[src/rtl/core/dfd_pkg.sv]
package dfd_pkg;

  // Field and register widths.
  localparam int BYTE_W     = 8;
  localparam int LEVEL_W    = 8;
  localparam int DRIVE_W    = 10;
  localparam int PERIOD_W   = 16;
  localparam int CAP_W      = 9;
  localparam int PERMILLE_W = 10;
  localparam int CHAN_W     = 3;
  localparam int POS_W      = 3;
  localparam int CFG_IDX_W  = 3;
  localparam int CFG_DATA_W = 16;

  // Shared multiplier and divider sizes. Every dividend stays below 2**27.
  localparam int MUL_W      = 16;
  localparam int DVD_W      = 28;
  localparam int DEN_W      = 10;
  localparam int DIV_CNT_W  = 4;
  localparam logic [DIV_CNT_W-1:0] DIV_STEPS = DIV_CNT_W'(DVD_W / 2);

  // Register reset values.
  localparam logic [BYTE_W-1:0]     SYNC_RESET = 8'd2;
  localparam logic [CAP_W-1:0]      CAP_RESET  = 9'd250;
  localparam logic [PERMILLE_W-1:0] WMP_RESET  = 10'd550;

  // Arithmetic constants.
  localparam logic [BYTE_W-1:0]  LEVEL_OFFSET  = 8'd5;
  localparam logic [DRIVE_W-1:0] LOW_LIMIT     = 10'd300;
  localparam logic [DEN_W-1:0]   PERMILLE      = 10'd1000;
  localparam logic [DEN_W-1:0]   TENTHS        = 10'd10;
  localparam logic [MUL_W-1:0]   LOW_MAIN_MULT = 16'd3;

  // Frame positions and channel numbers.
  localparam logic [POS_W-1:0]  COLOUR_COUNT = 3'd4;
  localparam logic [POS_W-1:0]  WARM_POS     = 3'd4;
  localparam logic [POS_W-1:0]  COOL_POS     = 3'd5;
  localparam logic [POS_W-1:0]  FRAME_END    = 3'd6;
  localparam logic [CHAN_W-1:0] WARM_CHAN    = 3'd4;
  localparam logic [CHAN_W-1:0] COOL_CHAN    = 3'd5;

  typedef enum logic [CFG_IDX_W-1:0] {
    CFG_SYNC_CODE,
    CFG_PERIOD_MAIN,
    CFG_PERIOD_LOW,
    CFG_WHITE_CAP,
    CFG_WHITE_MAX
  } cfg_idx_t;

  // Multiply-then-divide operations of the datapath.
  typedef enum logic [2:0] {
    OP_CAP_W,
    OP_CAP_C,
    OP_SCL_W,
    OP_SCL_C,
    OP_MAIN_HI,
    OP_MAIN_LO,
    OP_LOW
  } op_t;

  typedef enum logic [1:0] {
    DRV_COLOUR,
    DRV_WARM,
    DRV_COOL
  } drv_src_t;

  typedef enum logic [1:0] {
    PH_COLOUR,
    PH_WARM,
    PH_COOL
  } phase_t;

  typedef enum logic [3:0] {
    S_IDLE,
    S_CAPW_MUL,
    S_CAPW_DIV,
    S_CAPC_MUL,
    S_CAPC_DIV,
    S_SCLW_MUL,
    S_SCLW_DIV,
    S_SCLC_MUL,
    S_SCLC_DIV,
    S_EM_MAIN_MUL,
    S_EM_MAIN_DIV,
    S_EM_LOW_MUL,
    S_EM_LOW_DIV,
    S_EM_OUT
  } state_t;

  typedef struct packed {
    logic is_sync;
    logic is_small;
    logic white_capped;
    logic drv_hi;
    logic div_busy;
  } dfd_sts_t;

  typedef struct packed {
    logic              start;
    op_t               op;
    logic              commit;
    logic              drv_load;
    drv_src_t          drv_src;
    logic              white_load;
    logic              warm_store;
    logic              out_load;
    logic [CHAN_W-1:0] out_chan;
    logic              out_last;
  } dfd_cmd_t;

endpackage

[src/rtl/core/dfd_div.sv]
module dfd_div (
  input  logic                      clk,
  input  logic                      rst_n,
  input  logic                      start,
  input  logic [dfd_pkg::DVD_W-1:0] dividend,
  input  logic [dfd_pkg::DEN_W-1:0] divisor,
  output logic                      busy,
  output logic [dfd_pkg::DVD_W-1:0] quotient
);
  import dfd_pkg::*;

  // Restoring divider, two quotient bits per cycle. The dividend register
  // shifts left and takes the quotient bits in at the bottom.
  logic [DVD_W-1:0]     dvd_r, dvd_nxt;
  logic [DEN_W-1:0]     rem_r, rem_nxt;
  logic [DEN_W-1:0]     den_r, den_nxt;
  logic [DIV_CNT_W-1:0] cnt_r, cnt_nxt;

  always_comb begin
    logic [DEN_W:0]   trial;
    logic [DVD_W-1:0] dvd_v;
    logic [DEN_W-1:0] rem_v;
    dvd_v = dvd_r;
    rem_v = rem_r;
    trial = '0;
    for (int i = 0; i < 2; i++) begin
      trial = {rem_v, dvd_v[DVD_W-1]};
      if (trial >= {1'b0, den_r}) begin
        rem_v = DEN_W'(trial - {1'b0, den_r});
        dvd_v = {dvd_v[DVD_W-2:0], 1'b1};
      end else begin
        rem_v = trial[DEN_W-1:0];
        dvd_v = {dvd_v[DVD_W-2:0], 1'b0};
      end
    end
    dvd_nxt = dvd_r;
    rem_nxt = rem_r;
    den_nxt = den_r;
    cnt_nxt = cnt_r;
    if (start) begin
      dvd_nxt = dividend;
      rem_nxt = '0;
      den_nxt = divisor;
      cnt_nxt = DIV_STEPS;
    end else if (cnt_r != '0) begin
      dvd_nxt = dvd_v;
      rem_nxt = rem_v;
      cnt_nxt = cnt_r - 1'b1;
    end
  end

  always_ff @(posedge clk) begin
    if (!rst_n) begin
      cnt_r <= '0;
    end else begin
      cnt_r <= cnt_nxt;
    end
  end

  always_ff @(posedge clk) begin
    dvd_r <= dvd_nxt;
    rem_r <= rem_nxt;
    den_r <= den_nxt;
  end

  assign busy     = (cnt_r != '0);
  assign quotient = dvd_r;

endmodule

[src/rtl/core/dfd_dpath.sv]
module dfd_dpath (
  input  logic                           clk,
  input  logic                           rst_n,
  input  logic                           cfg_we,
  input  logic [dfd_pkg::CFG_IDX_W-1:0]  cfg_index,
  input  logic [dfd_pkg::CFG_DATA_W-1:0] cfg_wdata,
  input  logic [dfd_pkg::BYTE_W-1:0]     in_rx_byte,
  input  dfd_pkg::dfd_cmd_t              cmd,
  output dfd_pkg::dfd_sts_t              sts,
  output logic [dfd_pkg::CHAN_W-1:0]     out_channel,
  output logic [dfd_pkg::PERIOD_W-1:0]   out_main_compare,
  output logic [dfd_pkg::PERIOD_W-1:0]   out_low_compare,
  output logic                           out_last
);
  import dfd_pkg::*;

  logic [BYTE_W-1:0]     sync_code_r;
  logic [PERIOD_W-1:0]   period_main_r;
  logic [PERIOD_W-1:0]   period_low_r;
  logic [CAP_W-1:0]      cap_r;
  logic [PERMILLE_W-1:0] wmp_r;

  logic [LEVEL_W-1:0]  warm_lvl_r;
  logic [DRIVE_W-1:0]  ws_r;
  logic [DRIVE_W-1:0]  cs_r;
  logic [CAP_W-1:0]    tot_r;
  logic [DRIVE_W-1:0]  drive_r;
  op_t                 op_r;
  logic [PERIOD_W-1:0] main_r;
  logic [PERIOD_W-1:0] low_r;

  logic [CHAN_W-1:0]   out_chan_r;
  logic [PERIOD_W-1:0] out_main_r;
  logic [PERIOD_W-1:0] out_low_r;
  logic                out_last_r;

  logic [LEVEL_W-1:0]   level_in;
  logic [CAP_W-1:0]     total_in;
  logic [MUL_W-1:0]     mul_a;
  logic [MUL_W-1:0]     mul_b;
  logic [DEN_W-1:0]     den;
  logic [2*MUL_W-1:0]   product;
  logic                 div_busy;
  logic [DVD_W-1:0]     quo;
  logic [PERIOD_W-1:0]  quo_sat;

  assign level_in = in_rx_byte - LEVEL_OFFSET;
  assign total_in = CAP_W'({1'b0, warm_lvl_r} + {1'b0, level_in});

  assign sts.is_sync      = (in_rx_byte == sync_code_r);
  assign sts.is_small     = (in_rx_byte < LEVEL_OFFSET);
  assign sts.white_capped = (total_in > cap_r);
  assign sts.drv_hi       = (drive_r > LOW_LIMIT);
  assign sts.div_busy     = div_busy;

  always_ff @(posedge clk) begin
    if (!rst_n) begin
      sync_code_r   <= SYNC_RESET;
      period_main_r <= '0;
      period_low_r  <= '0;
      cap_r         <= CAP_RESET;
      wmp_r         <= WMP_RESET;
    end else if (cfg_we) begin
      unique case (cfg_idx_t'(cfg_index))
        CFG_SYNC_CODE:   sync_code_r   <= cfg_wdata[BYTE_W-1:0];
        CFG_PERIOD_MAIN: period_main_r <= cfg_wdata[PERIOD_W-1:0];
        CFG_PERIOD_LOW:  period_low_r  <= cfg_wdata[PERIOD_W-1:0];
        CFG_WHITE_CAP:   cap_r         <= cfg_wdata[CAP_W-1:0];
        CFG_WHITE_MAX:   wmp_r         <= cfg_wdata[PERMILLE_W-1:0];
        default: ;
      endcase
    end
  end

  // Operand and divisor selection of the shared multiply-divide unit.
  always_comb begin
    mul_a = '0;
    mul_b = '0;
    den   = PERMILLE;
    case (cmd.op)
      OP_CAP_W: begin
        mul_a = MUL_W'(ws_r);
        mul_b = MUL_W'(cap_r);
        den   = DEN_W'(tot_r);
      end
      OP_CAP_C: begin
        mul_a = MUL_W'(cs_r);
        mul_b = MUL_W'(cap_r);
        den   = DEN_W'(tot_r);
      end
      OP_SCL_W: begin
        mul_a = MUL_W'(ws_r);
        mul_b = MUL_W'({wmp_r, 2'b00});
      end
      OP_SCL_C: begin
        mul_a = MUL_W'(cs_r);
        mul_b = MUL_W'({wmp_r, 2'b00});
      end
      OP_MAIN_HI: begin
        mul_a = MUL_W'(drive_r);
        mul_b = period_main_r;
      end
      OP_MAIN_LO: begin
        mul_a = period_main_r;
        mul_b = LOW_MAIN_MULT;
        den   = TENTHS;
      end
      OP_LOW: begin
        mul_a = MUL_W'(LOW_LIMIT - drive_r);
        mul_b = period_low_r;
        den   = LOW_LIMIT;
      end
      default: ;
    endcase
  end

  assign product = mul_a * mul_b;

  dfd_div u_div (
    .clk      (clk),
    .rst_n    (rst_n),
    .start    (cmd.start),
    .dividend (product[DVD_W-1:0]),
    .divisor  (den),
    .busy     (div_busy),
    .quotient (quo)
  );

  assign quo_sat = (|quo[DVD_W-1:PERIOD_W]) ? {PERIOD_W{1'b1}} : quo[PERIOD_W-1:0];

  always_ff @(posedge clk) begin
    if (!rst_n) begin
      warm_lvl_r <= '0;
    end else if (cmd.warm_store) begin
      warm_lvl_r <= level_in;
    end
  end

  always_ff @(posedge clk) begin
    if (cmd.start) begin
      op_r <= cmd.op;
    end
    if (cmd.white_load) begin
      ws_r  <= DRIVE_W'(warm_lvl_r);
      cs_r  <= DRIVE_W'(level_in);
      tot_r <= total_in;
    end
    if (cmd.commit) begin
      case (op_r) inside
        OP_CAP_W, OP_SCL_W: ws_r <= quo[DRIVE_W-1:0];
        OP_CAP_C, OP_SCL_C: cs_r <= quo[DRIVE_W-1:0];
        OP_MAIN_HI: begin
          main_r <= quo_sat;
          low_r  <= '0;
        end
        OP_MAIN_LO: main_r <= quo[PERIOD_W-1:0];
        OP_LOW:     low_r  <= quo[PERIOD_W-1:0];
        default: ;
      endcase
    end
    if (cmd.drv_load) begin
      case (cmd.drv_src)
        DRV_COLOUR: drive_r <= {level_in, 2'b00};
        DRV_WARM:   drive_r <= ws_r;
        DRV_COOL:   drive_r <= cs_r;
        default:    drive_r <= ws_r;
      endcase
    end
    if (cmd.out_load) begin
      out_chan_r <= cmd.out_chan;
      out_main_r <= main_r;
      out_low_r  <= low_r;
      out_last_r <= cmd.out_last;
    end
  end

  assign out_channel      = out_chan_r;
  assign out_main_compare = out_main_r;
  assign out_low_compare  = out_low_r;
  assign out_last         = out_last_r;

endmodule

[src/rtl/core/dfd_ctrl.sv]
module dfd_ctrl (
  input  logic              clk,
  input  logic              rst_n,
  input  logic              in_valid,
  output logic              in_ready,
  output logic              out_valid,
  input  logic              out_ready,
  input  dfd_pkg::dfd_sts_t sts,
  output dfd_pkg::dfd_cmd_t cmd
);
  import dfd_pkg::*;

  state_t            state_r, state_nxt;
  logic [POS_W-1:0]  pos_r, pos_nxt;
  logic [CHAN_W-1:0] chan_r, chan_nxt;
  phase_t            phase_r, phase_nxt;
  logic              out_valid_r, out_valid_nxt;
  logic              slot_free;

  assign in_ready  = (state_r == S_IDLE);
  assign out_valid = out_valid_r;
  assign slot_free = !out_valid_r || out_ready;

  always_ff @(posedge clk) begin
    if (!rst_n) begin
      state_r     <= S_IDLE;
      pos_r       <= '0;
      chan_r      <= '0;
      phase_r     <= PH_COLOUR;
      out_valid_r <= 1'b0;
    end else begin
      state_r     <= state_nxt;
      pos_r       <= pos_nxt;
      chan_r      <= chan_nxt;
      phase_r     <= phase_nxt;
      out_valid_r <= out_valid_nxt;
    end
  end

  always_comb begin
    state_nxt = state_r;
    pos_nxt   = pos_r;
    chan_nxt  = chan_r;
    phase_nxt = phase_r;
    cmd       = '0;
    unique case (state_r)
      S_IDLE: begin
        if (in_valid) begin
          if (sts.is_sync) begin
            pos_nxt = '0;
          end else if (!sts.is_small) begin
            if (pos_r < COLOUR_COUNT) begin
              cmd.drv_load = 1'b1;
              cmd.drv_src  = DRV_COLOUR;
              chan_nxt     = pos_r;
              phase_nxt    = PH_COLOUR;
              state_nxt    = S_EM_MAIN_MUL;
            end else if (pos_r == WARM_POS) begin
              cmd.warm_store = 1'b1;
            end else if (pos_r == COOL_POS) begin
              cmd.white_load = 1'b1;
              state_nxt      = sts.white_capped ? S_CAPW_MUL : S_SCLW_MUL;
            end
            if (pos_r != FRAME_END) begin
              pos_nxt = pos_r + 1'b1;
            end
          end
        end
      end
      S_CAPW_MUL: begin
        cmd.start = 1'b1;
        cmd.op    = OP_CAP_W;
        state_nxt = S_CAPW_DIV;
      end
      S_CAPW_DIV: begin
        if (!sts.div_busy) begin
          cmd.commit = 1'b1;
          state_nxt  = S_CAPC_MUL;
        end
      end
      S_CAPC_MUL: begin
        cmd.start = 1'b1;
        cmd.op    = OP_CAP_C;
        state_nxt = S_CAPC_DIV;
      end
      S_CAPC_DIV: begin
        if (!sts.div_busy) begin
          cmd.commit = 1'b1;
          state_nxt  = S_SCLW_MUL;
        end
      end
      S_SCLW_MUL: begin
        cmd.start = 1'b1;
        cmd.op    = OP_SCL_W;
        state_nxt = S_SCLW_DIV;
      end
      S_SCLW_DIV: begin
        if (!sts.div_busy) begin
          cmd.commit = 1'b1;
          state_nxt  = S_SCLC_MUL;
        end
      end
      S_SCLC_MUL: begin
        cmd.start = 1'b1;
        cmd.op    = OP_SCL_C;
        state_nxt = S_SCLC_DIV;
      end
      S_SCLC_DIV: begin
        if (!sts.div_busy) begin
          cmd.commit   = 1'b1;
          cmd.drv_load = 1'b1;
          cmd.drv_src  = DRV_WARM;
          phase_nxt    = PH_WARM;
          state_nxt    = S_EM_MAIN_MUL;
        end
      end
      S_EM_MAIN_MUL: begin
        cmd.start = 1'b1;
        cmd.op    = sts.drv_hi ? OP_MAIN_HI : OP_MAIN_LO;
        state_nxt = S_EM_MAIN_DIV;
      end
      S_EM_MAIN_DIV: begin
        if (!sts.div_busy) begin
          cmd.commit = 1'b1;
          state_nxt  = sts.drv_hi ? S_EM_OUT : S_EM_LOW_MUL;
        end
      end
      S_EM_LOW_MUL: begin
        cmd.start = 1'b1;
        cmd.op    = OP_LOW;
        state_nxt = S_EM_LOW_DIV;
      end
      S_EM_LOW_DIV: begin
        if (!sts.div_busy) begin
          cmd.commit = 1'b1;
          state_nxt  = S_EM_OUT;
        end
      end
      S_EM_OUT: begin
        if (slot_free) begin
          cmd.out_load = 1'b1;
          unique case (phase_r)
            PH_WARM: begin
              cmd.out_chan = WARM_CHAN;
              cmd.out_last = 1'b0;
              cmd.drv_load = 1'b1;
              cmd.drv_src  = DRV_COOL;
              phase_nxt    = PH_COOL;
              state_nxt    = S_EM_MAIN_MUL;
            end
            PH_COOL: begin
              cmd.out_chan = COOL_CHAN;
              cmd.out_last = 1'b1;
              state_nxt    = S_IDLE;
            end
            default: begin
              cmd.out_chan = chan_r;
              cmd.out_last = 1'b1;
              state_nxt    = S_IDLE;
            end
          endcase
        end
      end
      default: begin
        state_nxt = S_IDLE;
      end
    endcase
  end

  always_comb begin
    out_valid_nxt = out_valid_r;
    if (cmd.out_load) begin
      out_valid_nxt = 1'b1;
    end else if (out_ready) begin
      out_valid_nxt = 1'b0;
    end
  end

  // A started division must be running in the following cycle.
  a_start_busy: assert property (@(posedge clk) disable iff (!rst_n)
    cmd.start |=> sts.div_busy)
    else $error("divider not busy after start");

  // The frame position never runs past the end of the frame.
  a_pos_range: assert property (@(posedge clk) disable iff (!rst_n)
    pos_r <= FRAME_END)
    else $error("frame position out of range");

  // The block only takes a new byte once the divider has finished.
  a_idle_div: assert property (@(posedge clk) disable iff (!rst_n)
    in_ready |-> !sts.div_busy)
    else $error("ready while divider busy");

  // A result is loaded only when the output register is free or draining.
  a_no_overwrite: assert property (@(posedge clk) disable iff (!rst_n)
    (out_valid_r && !out_ready) |-> (!cmd.out_load ##1 out_valid_r))
    else $error("pending result lost");

endmodule

[src/rtl/core/dimmer_frame_decoder.sv]
// Channel   Direction  Handshake            Payload
// --------  ---------  -------------------  ------------------------------------------------
// in        input      in_valid/in_ready    in_rx_byte
// out       output     out_valid/out_ready  out_channel, out_main_compare, out_low_compare,
//                                           out_last
// cfg       input      cfg_we (no wait)     cfg_index, cfg_wdata
//
// Every multiply-and-divide step runs on the one shared multiplier and the
// two-bits-per-cycle divider; that divider sets the pace of the block.
// A colour byte needs one multiply-divide step (drive above 300 per mille) or two otherwise.
// Cool-white bytes add cap and scaling steps; sync, small, warm and overrun bytes use none.
// Reset is synchronous and active low; it restores the register defaults and frame position 0.
// A stalled output holds its result while the next byte is already taken and worked on.
module dimmer_frame_decoder (
  input  logic                           clk,
  input  logic                           rst_n,
  input  logic                           in_valid,
  output logic                           in_ready,
  input  logic [dfd_pkg::BYTE_W-1:0]     in_rx_byte,
  output logic                           out_valid,
  input  logic                           out_ready,
  output logic [dfd_pkg::CHAN_W-1:0]     out_channel,
  output logic [dfd_pkg::PERIOD_W-1:0]   out_main_compare,
  output logic [dfd_pkg::PERIOD_W-1:0]   out_low_compare,
  output logic                           out_last,
  input  logic                           cfg_we,
  input  logic [dfd_pkg::CFG_IDX_W-1:0]  cfg_index,
  input  logic [dfd_pkg::CFG_DATA_W-1:0] cfg_wdata
);
  import dfd_pkg::*;

  // The controller sequences the work of one byte: it tracks the frame
  // position, decides which results a byte causes and steps the datapath
  // through its multiply-and-divide operations. The datapath holds the
  // configuration registers, the warm-white level, the shared arithmetic
  // and the output register.
  dfd_cmd_t cmd;
  dfd_sts_t sts;

  dfd_ctrl u_ctrl (
    .clk       (clk),
    .rst_n     (rst_n),
    .in_valid  (in_valid),
    .in_ready  (in_ready),
    .out_valid (out_valid),
    .out_ready (out_ready),
    .sts       (sts),
    .cmd       (cmd)
  );

  // A white pair over the total cap is limited to it, then both levels are
  // scaled to the full-scale white drive, and warm is sent before cool.
  // Each drive then becomes a main and a low-range compare value.
  dfd_dpath u_dpath (
    .clk              (clk),
    .rst_n            (rst_n),
    .cfg_we           (cfg_we),
    .cfg_index        (cfg_index),
    .cfg_wdata        (cfg_wdata),
    .in_rx_byte       (in_rx_byte),
    .cmd              (cmd),
    .sts              (sts),
    .out_channel      (out_channel),
    .out_main_compare (out_main_compare),
    .out_low_compare  (out_low_compare),
    .out_last         (out_last)
  );

endmodule
[config.mk]
export PLATFORM = sky130hd
export DESIGN_NAME = dimmer_frame_decoder
export DESIGN_NICKNAME = d
export VERILOG_FILES = /design/src/rtl/core/dfd_pkg.sv /design/src/rtl/core/dfd_div.sv /design/src/rtl/core/dfd_dpath.sv /design/src/rtl/core/dfd_ctrl.sv /design/src/rtl/core/dimmer_frame_decoder.sv
export SDC_FILE = /design/constraint.sdc
export NUM_CORES = 1
export LEC_CHECK = 0
export BUFFER_PORTS_ARGS = -buffer_cell sky130_fd_sc_hd__buf_4
export CORE_MARGIN = 8
export CORE_UTILIZATION = 30
export DETAILED_ROUTE_END_ITERATION = 8
export PLACE_DENSITY = 0.55
export SYNTH_ARGS = -nofsm -noshare
export SYNTH_HDL_FRONTEND = slang
export SYNTH_HIERARCHICAL = 1
export SYNTH_SLANG_ARGS = --single-unit
[constraint.sdc]
create_clock -name clk -period 15.8 [get_ports clk]
set_input_delay 0.79 -clock clk [delete_from_list [all_inputs] [get_ports clk]]
set_output_delay 0.79 -clock clk [all_outputs]
set_load 0.1 [all_outputs]
# Yosys cells after proc, flatten, opt, wreduce, memory -nomap -nowiden

Index checks and enable logic that the tools add are counted.

$add $sub $neg: 7
$mul: 1
Divide/modulo/power cells: 0
Magnitude comparators: 6
Equality and inequality tests: 52
Shift-type cells: 0
Multiplexer cells: 74
Bitwise logic cells: 5
Reductions and logical operators: 35

Operators by type and width:

| operator                                      | count |
|---|---|
| one-hot mux 16 bit (5 select lines)           | 2 |
| 2-to-1 mux 10 bit                             | 9 |
| 2-to-1 mux 16 bit                             | 5 |
| 2-to-1 mux 4 bit                              | 17 |
| 2-to-1 mux 28 bit                             | 2 |
| one-hot mux 4 bit (14 select lines)           | 1 |
| one-hot mux 10 bit (3 select lines)           | 1 |
| multiplier 16 x 16 -> 28 bit                  | 1 |
| == test 3 bit, second input constant          | 9 |
| 2-to-1 mux 5 bit                              | 5 |
| == test 4 bit, second input constant          | 6 |
| 2-to-1 mux 3 bit                              | 8 |
| one-hot mux 4 bit (6 select lines)            | 1 |
| greater-or-equal comparator 11 x 10 -> 1 bit  | 2 |
| inequality test 2 bit, second input constant  | 10 |
| one-hot mux 10 bit (2 select lines)           | 1 |
| subtractor 10 bit                             | 2 |
| == test 3 x 2 -> 1 bit, second input constant | 6 |
| 2-to-1 mux 2 bit                              | 9 |
| == test 4 x 3 -> 1 bit, second input constant | 4 |
| OR reduction 2 bit                            | 7 |
| AND reduction 12 bit                          | 1 |
| AND reduction 2 bit                           | 6 |
| OR reduction 12 bit                           | 1 |
| 37 further kinds                              | 64 |

Flip-flop bits (word level): 242
Bits in latches: 0
Memory bits (writable): 0
Memory bits (read-only): 0
Input bits: 32
Output and inout bits: 38
Memories kept: 0

# Depth between registers and ports, before layout

Gate-level depths: netlist (run 1).

Word-level depth: 12
Gate-level depth with buffers: 36
Mapped depth without buffers: 34

# Hierarchy

Netlist (run 1), hierarchy kept.

By module, submodules not included:

| module    | instances | cells an instance | area each (µm²) |
|---|---|---|---|
| dfd_dpath | 1         | 1718              | 16056.6 |
| dfd_div   | 1         | 284               | 3166.8 |
| dfd_ctrl  | 1         | 131               | 999.7 |

# Worst setup path after synthesis (run 1)

No wires, ideal clock.

Path type: flip-flop to flip-flop
Start: register u_dpath.drive_r[0]
End: register u_dpath.u_div.dvd_r[27], in the netlist u_dpath/u_div/quotient[27] (data pin)
Data arrival time: 7.566 ns
Data required time: 15.540 ns
Slack: 7.974 ns
Stages on the path, launching flop included: 35
Buffers on the path: 4
Path through: edfxtp_1 o211a_1 o21a_1 o31ai_1 nand2b_1 nor3_1 a21oi_1 nor2b_1 buf_6 and3b_1 buf_4 o21ai_1 a21oi_1 a21o_1 buf_2 nand2b_1 inv_1 fa_1 inv_1 fa_1 inv_1 fa_1 fa_1 fa_1 inv_1 fa_1 inv_1 ha_1 clkbuf_1 o2111ai_1 o31ai_2 a21oi_4 a21o_1 a211o_1 mux2_2

RTL lines:

| element                  | line             | source |
|---|---|---|
| start: declaration       | dfd_dpath.sv:27  | `logic [DRIVE_W-1:0] drive_r;` |
| start signal: assignment | dfd_dpath.sv:163 | `DRV_COLOUR: drive_r <= {level_in, 2'b00};` |
| start signal: assignment | dfd_dpath.sv:164 | `DRV_WARM: drive_r <= ws_r;` |
| start signal: assignment | dfd_dpath.sv:165 | `DRV_COOL: drive_r <= cs_r;` |
| end signal: assignment   | dfd_div.sv:61    | `dvd_r <= dvd_nxt;` |
| end: declaration         | dfd_div.sv:14    | `logic [DVD_W-1:0] dvd_r, dvd_nxt;` |

==> results of run 1 <==
==> cells by family after synthesis <==
group	share of synthesized area, %
AND/OR/NAND/NOR	15.12
multiplexers	5.259
adder cells (fa/ha/maj)	26.99
flip-flops	30.29
XOR/XNOR	2.858
AO/OA/AOI/OAI	11.67
buffers and inverters	7.814
==> through the flow <==
step                worst slack [ns]  util (%)
floorplan                      7.974         -
global placement               6.839     32.32
detailed placement             6.632     32.32
CTS                            6.604     33.77
global route                   6.139     33.77
finish                         6.657     33.77
==> per-layer routing <==
layer | vias up | wire length, um
met4 | 0 | 1405
met5 | - | 0
li1 | 7100 | -
met1 | 7214 | 24990
met3 | 76 | 2121
met2 | 295 | 24950
==> layout by cell type (no fill, tap or decap), types with 6 or more instances in the layout <==
cell	synthesis	final
nand2_1	300	300
fa_1	192	192
clkbuf_16	0	29
a21boi_0	56	56
or3_1	7	7
or2_2	22	22
xor2_1	20	20
and3_1	6	6
a21o_1	16	16
nand3_1	33	33
inv_1	312	312
mux2_2	38	38
nor2_1	145	144
o31a_1	7	7
o21a_1	18	18
o211ai_1	11	11
nor2b_1	38	37
o21ai_0	75	74
dfxtp_1	114	114
a21oi_1	52	52
mux2i_1	62	62
xnor2_1	46	46
and2_1	18	16
o22ai_1	7	6
buf_4	4	90
o211a_1	7	7
a211oi_1	9	9
o21ai_1	8	9
ha_1	129	129
nand4_1	8	8
nand2b_1	33	33
edfxtp_1	128	128
nor3_1	20	20
==> cell type report <==
type,instances,area [sq um],share of cell area [%]
clock inverters,18,200.2,0.8858
clock buffers,36,772.0,3.416
flip-flops and latches,242,6126,27.11
repair buffers,90,675.6,2.990
multi-input cells,1488,12550,55.55
inverters,314,1180,5.221
well taps,873,1092,4.833
==> worst reg2reg max path: cells and delay by family, from the launching register on <==
kind	cells	cell delay (ns)
multiplexers	1	0.26
flip-flops	1	0.42
adder cells (fa/ha/maj)	7	3.36
buffers and inverters	6	0.61
XOR/XNOR	1	0.07
AO/OA/AOI/OAI	10	2.52
AND/OR/NAND/NOR	7	1.60
==> state kept, by name, summed over array words and instances, names as in the netlist, 4 cells and up <==
name,cells
u_ctrl/state_r,4
u_dpath/cap_r,9
u_dpath/cs_r,10
u_dpath/drive_r,10
u_dpath/low_r,16
u_dpath/main_r,16
u_dpath/out_low_compare,16
u_dpath/out_main_compare,16
u_dpath/period_low_r,16
u_dpath/period_main_r,16
u_dpath/sync_code_r,8
u_dpath/tot_r,9
u_dpath/u_div/cnt_r,4
u_dpath/u_div/den_r,10
u_dpath/u_div/quotient,28
u_dpath/u_div/rem_r,10
u_dpath/warm_lvl_r,8
u_dpath/wmp_r,10
u_dpath/ws_r,10
==> worst max-delay path by stage <==
stage                                       to  depth (start not counted)          startpoint
finish              u_dpath/u_div/quotient[26]                         32  u_dpath/drive_r[1]
CTS                 u_dpath/u_div/quotient[26]                         32  u_dpath/drive_r[1]
floorplan           u_dpath/u_div/quotient[27]                         34  u_dpath/drive_r[0]
global placement    u_dpath/u_div/quotient[26]                         32  u_dpath/drive_r[1]
detailed placement  u_dpath/u_div/quotient[26]                         32  u_dpath/drive_r[0]
global route        u_dpath/u_div/quotient[24]                         32  u_dpath/drive_r[1]
==> metrics.md, run 1 <==
| Metric | Value |
|---|---|
| Final Cycle Share | 57.87% |
| Cells on worst reg2reg path | 32 |
| Hold Crit Depth | 0 |
| CTS tree | yes |
| Synthesized flop and latch total | about 240 |
| Top cells by area, synth | fa_1 (19%), edfxtp_1 (19%), dfxtp_1 (11%), ha_1 (8.0%), inv_1 (5.8%) |
| Nature of the critical path startpoint | flip-flop |
| Hold-fix buffers, CTS | 0 |
| Buf+Inv Stages, Crit Path | 6 |
| Vias in the first global route | 15,120 |
| Die height | about 280 um |
| Port Buffer Count | between 60 and 70 |
| Delay-heaviest family, CP | adder cells |
| Setup bufs post-CTS | 0 |
| Placed Cells | around 3,000 |
| Sequential area share after synthesis | 30.29% |
| Clock skew | 0.01577 ns |
| Met2 Use GR | 23.27% |
| Initial antenna violation count | 1 |
| Met1 Track Usage GR | 19.20% |
| Antenna cell count | 0 |
| Top cells by count, synth | inv_1 (312), nand2_1 (300), fa_1 (192) |
| Final setup violation count | 0 |
| Die X | 275.6 um |
| Root buf cell | clkbuf_16 |
| CP max FO | 23 |
| Max Clk Rate | 109.4 MHz |
| Setup CP Type | flip-flop to flip-flop |
| Wire per inst | 17.47 um |
| Ys Warns | 6 |
| Critical-path top delay cell | a211oi_2 |
| Synth area leader | fa_1 |
| DRT iter0 DRCs | ~920 |
| CTS max path bufs | 3 |
| Post-synth EDFFs | about 130 |
| Avg Vias per Cell | between 4 and 5 |
| DRC Markers | 0 |
| Layout net count | 2,518 |
| Worst flop-to-flop path endpoint | u_dpath/u_div/quotient[26] |
| CTS H-tree lvls | 1 |
| Top_reg_cell synth | edfxtp_1 |
| Critical Path Max Stage Delay | 0.71 ns |
| Post_cts resized | 0 |
| Final hold viol count | 0 |
| Met3 Use GR | 1.481% |
| Post-synth top area share | 19.01% |
| Num ports | 70 |
| Max-Slew Margin vs Limit | 5.820% |
| Final instance area | 22,600 sq um |
| Minimum clock period | 9.143 ns |
| Syn nets | 2,486 |
| Status | complete, no violations |
| Top-count cell post-synth | inv_1 |
| Placed inst area | 21,630 sq um |
| Max Cap Viol | 0 |
| # rows | 95 |
| Total track usage | 13.97% |
| Setup_tns | 0 ns |
| Endpoint, Worst Hold | u_dpath/out_low_compare[13] |
| 1st-pass router iterations | 5 |
| Worst setup EP type | flip-flop |
| Avg Cell Area, Syn | between 9 and 10 sq um |
| RSZ-0062 raised after global routing | no |
| First-pass GRT wire length | 84.88 mm |
| Antenna viol nets, final | 0 |
| Fill count | just under 7,000 |
| Worst EP required | 16.10 ns |
| Clock Sinks | 242 |
| Fin. max-slew vios | 0 |
| HP Start | u_dpath/low_r[13] |
| Routed WL | 53.46 mm |
| CTS buffer count | 29 |
| Fraction of layout cells with a size suffix above 1 | between 10% and 20% |
| Most used cell, CP | fa_1 |
| Core Area | 66,920 sq um |
| Largest net degree at the start of global routing | 89 |
| Cell count after synthesis | approximately 2,100 |
| Clock latency on the worst-skew pair | 0.56 ns |
| Final Non-Filler Cells | 3,061 |
| Grt total ovfl | 0 |
| Data arrival, critical path | ~9.5 ns |
| R2R setup slack | 6.66 ns |
| Global routing's busiest layer | met2 |
| Worst-margin pin slew | 1.413 ns |
| Distinct cells, synth | 89 |
| Via count | 14,690 |
| Hold crit path type | flip-flop to flip-flop |
| Post-synth ARST share | 0% |
| Mapped cell area | 20,220 sq um |
| DPL Wire Length | 42.54 mm |
| Worst r2r src | u_dpath/drive_r[1] |
| Total die area | 75,970 sq um |
| Area grow syn2layout | 11.75% |
| Reg clk slew, reported paths | 0.06 ns |
| Hold_ws | 0.4121 ns |
| Starting density of the core | 30.22% |
| Final RePlAce weighted congestion | 0.8769 |
Power of run 1 is left out: the tool's default activity adds up to more than one toggle a clock period on the data nets, which glitch-free logic cannot reach.
==> run 2: changes to the inputs <==
Clock period 15.8 ns to 9.5 ns, I/O delays scaled along.
==> run 2 against run 1 <==
Worst setup slack worse by 5.9 ns. Die area stayed put. First-iteration DRC count is 4.2% higher. Flip-flop and latch count stayed put. Hold slack worse by 0.25 ns.
==> metrics.md, run 2 (same netlist as run 1, synthesis figures left out) <==
| Metric | Value |
|---|---|
| Setup bufs post-CTS | 0 |
| Num ports | 70 |
| Clock skew | 0.01726 ns |
| Die X | 275.6 um |
| Cells on worst reg2reg path | 29 |
| Root buf cell | clkbuf_16 |
| Placed Cells | 3,017 |
| Hold_ws | 0.1626 ns |
| CTS buffer count | 27 |
| Fill count | 6,845 |
| DPL Wire Length | between 40 and 50 mm |
| Global routing's busiest layer | met2 |
| Worst setup EP type | flip-flop |
| Setup CP Type | flip-flop to flip-flop |
| RSZ-0062 raised after global routing | no |
| Die height | 275.6 um |
| Total track usage | approximately 14% |
| 1st-pass router iterations | 5 |
| Final hold viol count | 0 |
| Total die area | between 70,000 and 80,000 sq um |
| Antenna viol nets, final | 0 |
| Fraction of layout cells with a size suffix above 1 | 10.94% |
| Post_cts resized | 0 |
| Layout net count | roughly 2,500 |
| Placed inst area | 21,700 sq um |
| Max Cap Viol | 0 |
| Most used cell, CP | fa_1 |
| Port Buffer Count | 69 |
| DRT iter0 DRCs | 960 |
| Hold Crit Depth | 3 |
| DRC Markers | 0 |
| Met2 Use GR | 24.45% |
| Final Cycle Share | 92.12% |
| Avg Vias per Cell | 4.848 |
| Clock Sinks | between 200 and 250 |
| First-pass GRT wire length | 85.70 mm |
| Data arrival, critical path | 9.04 ns |
| Commonest non-fill, non-tap cell in the layout | inv_1 |
| Initial antenna violation count | 0 |
| Multi-input logic area | 12,550 sq um |
| Minimum clock period | slightly below 9 ns |
| Starting density of the core | 30.22% |
| Grt total ovfl | 0 |
| Final Non-Filler Cells | 3,067 |
| CP max FO | 18 |
| Final instance area | 22,600 sq um |
| Wire per inst | around 18 um |
| Worst EP required | 9.79 ns |
| Nature of the critical path startpoint | flip-flop |
| Met3 Use GR | 1.550% |
| CTS H-tree lvls | 1 |
| Worst-margin pin slew | 1.227 ns |
| Status | complete, no violations |
| Max reg flops | 28 |
| CTS tree | yes |
| Max Clk Rate | 114.3 MHz |
| Area grow syn2layout | 11.74% |
| Setup_tns | 0 ns |
| Highest-count cells in the layout ignoring fill and taps | inv_1 (312), nand2_1 (300), fa_1 (192) |
| CTS max path bufs | 3 |
| Critical-path top delay cell | o22a_1 |
| Max-Slew Margin vs Limit | 17.93% |
| Via count | 14,870 |
| Largest net degree at the start of global routing | slightly below 90 |
| Core Area | 66,920 sq um |
| Final setup violation count | 0 |
| Critical Path Max Stage Delay | ~0.66 ns |
| Vias in the first global route | 15,190 |
| Final RePlAce weighted congestion | ~0.86 |
| Antenna cell count | 0 |
| Met1 Track Usage GR | between 10% and 20% |
| Routed WL | around 54 mm |
| Fin. max-slew vios | 0 |
| Hold crit path type | input port to flip-flop |
| Reg clk slew, reported paths | 0.06 ns |
| # rows | 95 |
| Hold-fix buffers, CTS | 0 |
| Storage element area | 6126 sq um |
| Clock latency on the worst-skew pair | roughly 0.55 ns |
==> run 2: per-stage QoR <==
stage / utilization [%] / worst slack [ns]
after floorplan: - / 1.674
after global placement: 32.43 / 0.9558
after detailed placement: 32.43 / 0.7257
after CTS: 33.77 / 0.7191
after global routing: 33.77 / 0.1871
final: 33.77 / 0.7489
==> run 2: cell type report <==
| type | instances | share of cell area [%] |
|---|---|---|
| multi-input combinational | 1488 | 55.55 |
| sequential | 242 | 27.11 |
| clock inverter | 19 | 0.9025 |
| timing repair buffer | 100 | 3.322 |
| clock buffer | 31 | 3.056 |
| tap | 873 | 4.834 |
| inverter | 314 | 5.221 |
==> run 2: worst paths after layout <==
kind                       from                         end  slack [ns]
min reg2reg    u_dpath/low_r[1]  u_dpath/out_low_compare[1]        0.42
min                cfg_wdata[9]            u_dpath/wmp_r[9]        0.16
max reg2reg  u_dpath/drive_r[0]  u_dpath/u_div/quotient[27]        0.75
max          u_dpath/drive_r[0]  u_dpath/u_div/quotient[27]        0.75
==> run 2: critical path, delay by kind of cell, from the launching register on <==
family | cells | cell delay [ns]
and+or+nand+nor | 5 | 1.46
buffers and inverters | 6 | 0.38
DFF | 1 | 0.40
adders and majority gates | 7 | 3.33
AOI/OAI and AO/OA | 10 | 2.67
muxes | 1 | 0.26
==> run 2: layer usage <==
metal / vias to the layer above / share of wire [%]
met5: - / 0
met4: 0 / 2.0
met3: 64 / 4.1
met2: 349 / 49
met1: 7348 / 45
li1: 7108 / -
Power of run 2 is left out for the same reason.
==> run 3: changes to the inputs <==
Settings changed: CORE_MARGIN 8 to 1, SETUP_SLACK_MARGIN set to 0.02.
==> run 3 against run 2 <==
Cell count about the same. Hold slack got worse by 0.014 ns. Global-route usage increased by 1.7 points. Worst setup slack got worse by 0.0035 ns. Register-to-register slack about the same. Flip-flop and latch count unchanged. Final area increased by 0.48%. Utilization increased by 0.52 points. Non-clock buffer count increased by 1. Critical path depth unchanged. Critical endpoint unchanged.
==> metrics.md, run 3 (same netlist as run 1, synthesis figures left out) <==
| Metric | Value |
|---|---|
| RSZ-0062 raised after global routing | no |
| Clock Sinks | 242 |
| Starting density of the core | between 30 and 40% |
| Max Clk Rate | 114.2 MHz |
| DPL Wire Length | 42.73 mm |
| Final instance area | about 23,000 sq um |
| Data arrival, critical path | 9.07 ns |
| Max-Slew Margin vs Limit | 17.42% |
| Buf+Inv Stages, Crit Path | 6 |
| Hold-fix buffers, CTS | 0 |
| Core Area | 66,220 sq um |
| Final Non-Filler Cells | 3,064 |
| Commonest non-fill, non-tap cell in the layout | inv_1 |
| Layout net count | approximately 2,500 |
| Setup bufs post-CTS | 0 |
| Minimum clock period | between 8 and 9 ns |
| Via count | about 15,000 |
| Clock skew | 0.01752 ns |
| Area grow syn2layout | 12.27% |
| Final Cycle Share | between 90 and 100% |
| Placed inst area | 21,700 sq um |
| CTS H-tree lvls | 1 |
| Port Buffer Count | 69 |
| Critical-path top delay cell | o22a_1 |
| Grt total ovfl | 0 |
| Hold crit path type | input port to flip-flop |
| Num ports | 70 |
| Total die area | 68,450 sq um |
| First-pass GRT wire length | 84.82 mm |
| 1st-pass router iterations | 7 |
| Status | complete, no violations |
| Initial antenna violation count | 1 |
| Most used cell, CP | fa_1 |
| Fraction of layout cells with a size suffix above 1 | 11.55% |
| CTS max path bufs | 3 |
| Placed Cells | 3,009 |
| Critical Path Max Stage Delay | 0.68 ns |
| Max reg flops | 28 |
| Clock latency on the worst-skew pair | 0.58 ns |
| Setup CP Type | flip-flop to flip-flop |
| Highest-count cells in the layout ignoring fill and taps | inv_1 (312), nand2_1 (300), fa_1 (192) |
| Worst setup EP type | flip-flop |
| Die height | roughly 260 um |
| Die X | 261.6 um |
| Nature of the critical path startpoint | flip-flop |
| Max Cap Viol | 0 |
| CTS buffer count | 29 |
| Delay-heaviest family, CP | adder cells |
| CTS tree | yes |
| Largest net degree at the start of global routing | about 90 |
| Final hold viol count | 0 |
| DRT iter0 DRCs | 1,019 |
| Wire per inst | 17.48 um |
| Worst-margin pin slew | 1.234 ns |
| CP max FO | 16 |
| DRC Markers | 0 |
| Post_cts resized | 0 |
| Root buf cell | clkbuf_16 |
| Avg Vias per Cell | 4.823 |
| Fin. max-slew vios | 0 |
| # rows | 94 |
| Worst EP required | 9.82 ns |
| Final RePlAce weighted congestion | between 0.8 and 0.9 |
| Final setup violation count | 0 |
| Reg clk slew, reported paths | 0.06 ns |
| Routed WL | about 54 mm |
| Setup_tns | 0 ns |
| Antenna viol nets, final | 0 |
| Total track usage | 15.76% |
| Vias in the first global route | between 15,000 and 20,000 |
-- run 3: cell count changes in the layout (fill, tap and decap cells not counted), sizes merged --
cell,before,now
diode,0,1
clkinv,12,7
buf,100,101
clkbuf,31,34
bufinv,4,2
clkinvlp,2,6
inv,315,319
-- run 3: layout make-up --
cell class	count	area (sq um)
multi-input combinational	1488	12560
timing repair buffer	101	758.2
tap	864	1081
antenna	1	2.502
inverter	314	1180
clock buffer	34	805.8
clock inverter	20	191.4
fill	6661	43510
sequential	242	6126
-- run 3: layer usage --
| metal | GRT usage, % | wire length, um | up-vias |
|---|---|---|---|
| met5 | 0 | 0 | - |
| met4 | 3.973 | 1227 | 0 |
| met3 | 1.842 | 2091 | 53 |
| met2 | 26.57 | 25540 | 273 |
| met1 | 21.39 | 24710 | 7339 |
| li1 | - | - | 7114 |
-- run 3: worst register-to-register path: cells and delay by family (launching register included) --
family | cells | cell delay [ns]
flip-flops | 1 | 0.41
multiplexers | 1 | 0.26
AO/OA/AOI/OAI | 10 | 2.64
buffers and inverters | 6 | 0.38
AND/OR/NAND/NOR | 5 | 1.49
adder cells (fa/ha/maj) | 7 | 3.31
-- run 3: path summary, 6_finish.rpt --
kind                           start                         end  slack [ns]  cells after the start
setup / recovery  u_dpath/drive_r[0]  u_dpath/u_div/quotient[27]        0.75                     29
hold / removal          cfg_wdata[9]            u_dpath/wmp_r[9]        0.15                      3
setup reg to reg  u_dpath/drive_r[0]  u_dpath/u_div/quotient[27]        0.75                     29
hold reg to reg     u_dpath/low_r[5]  u_dpath/out_low_compare[5]        0.42                      0
-- run 3: stage by stage --
step                setup slack, ns  utilization (%)  hold slack, ns
floorplan                     1.674                -          0.4003
global placement             0.8955            32.78          0.4074
detailed placement           0.7746            32.78          0.4045
CTS                          0.7531            34.28          0.1204
global route                 0.1265            34.28          0.1419
finish                       0.7455            34.29          0.1481
Power of run 3 is left out for the same reason.
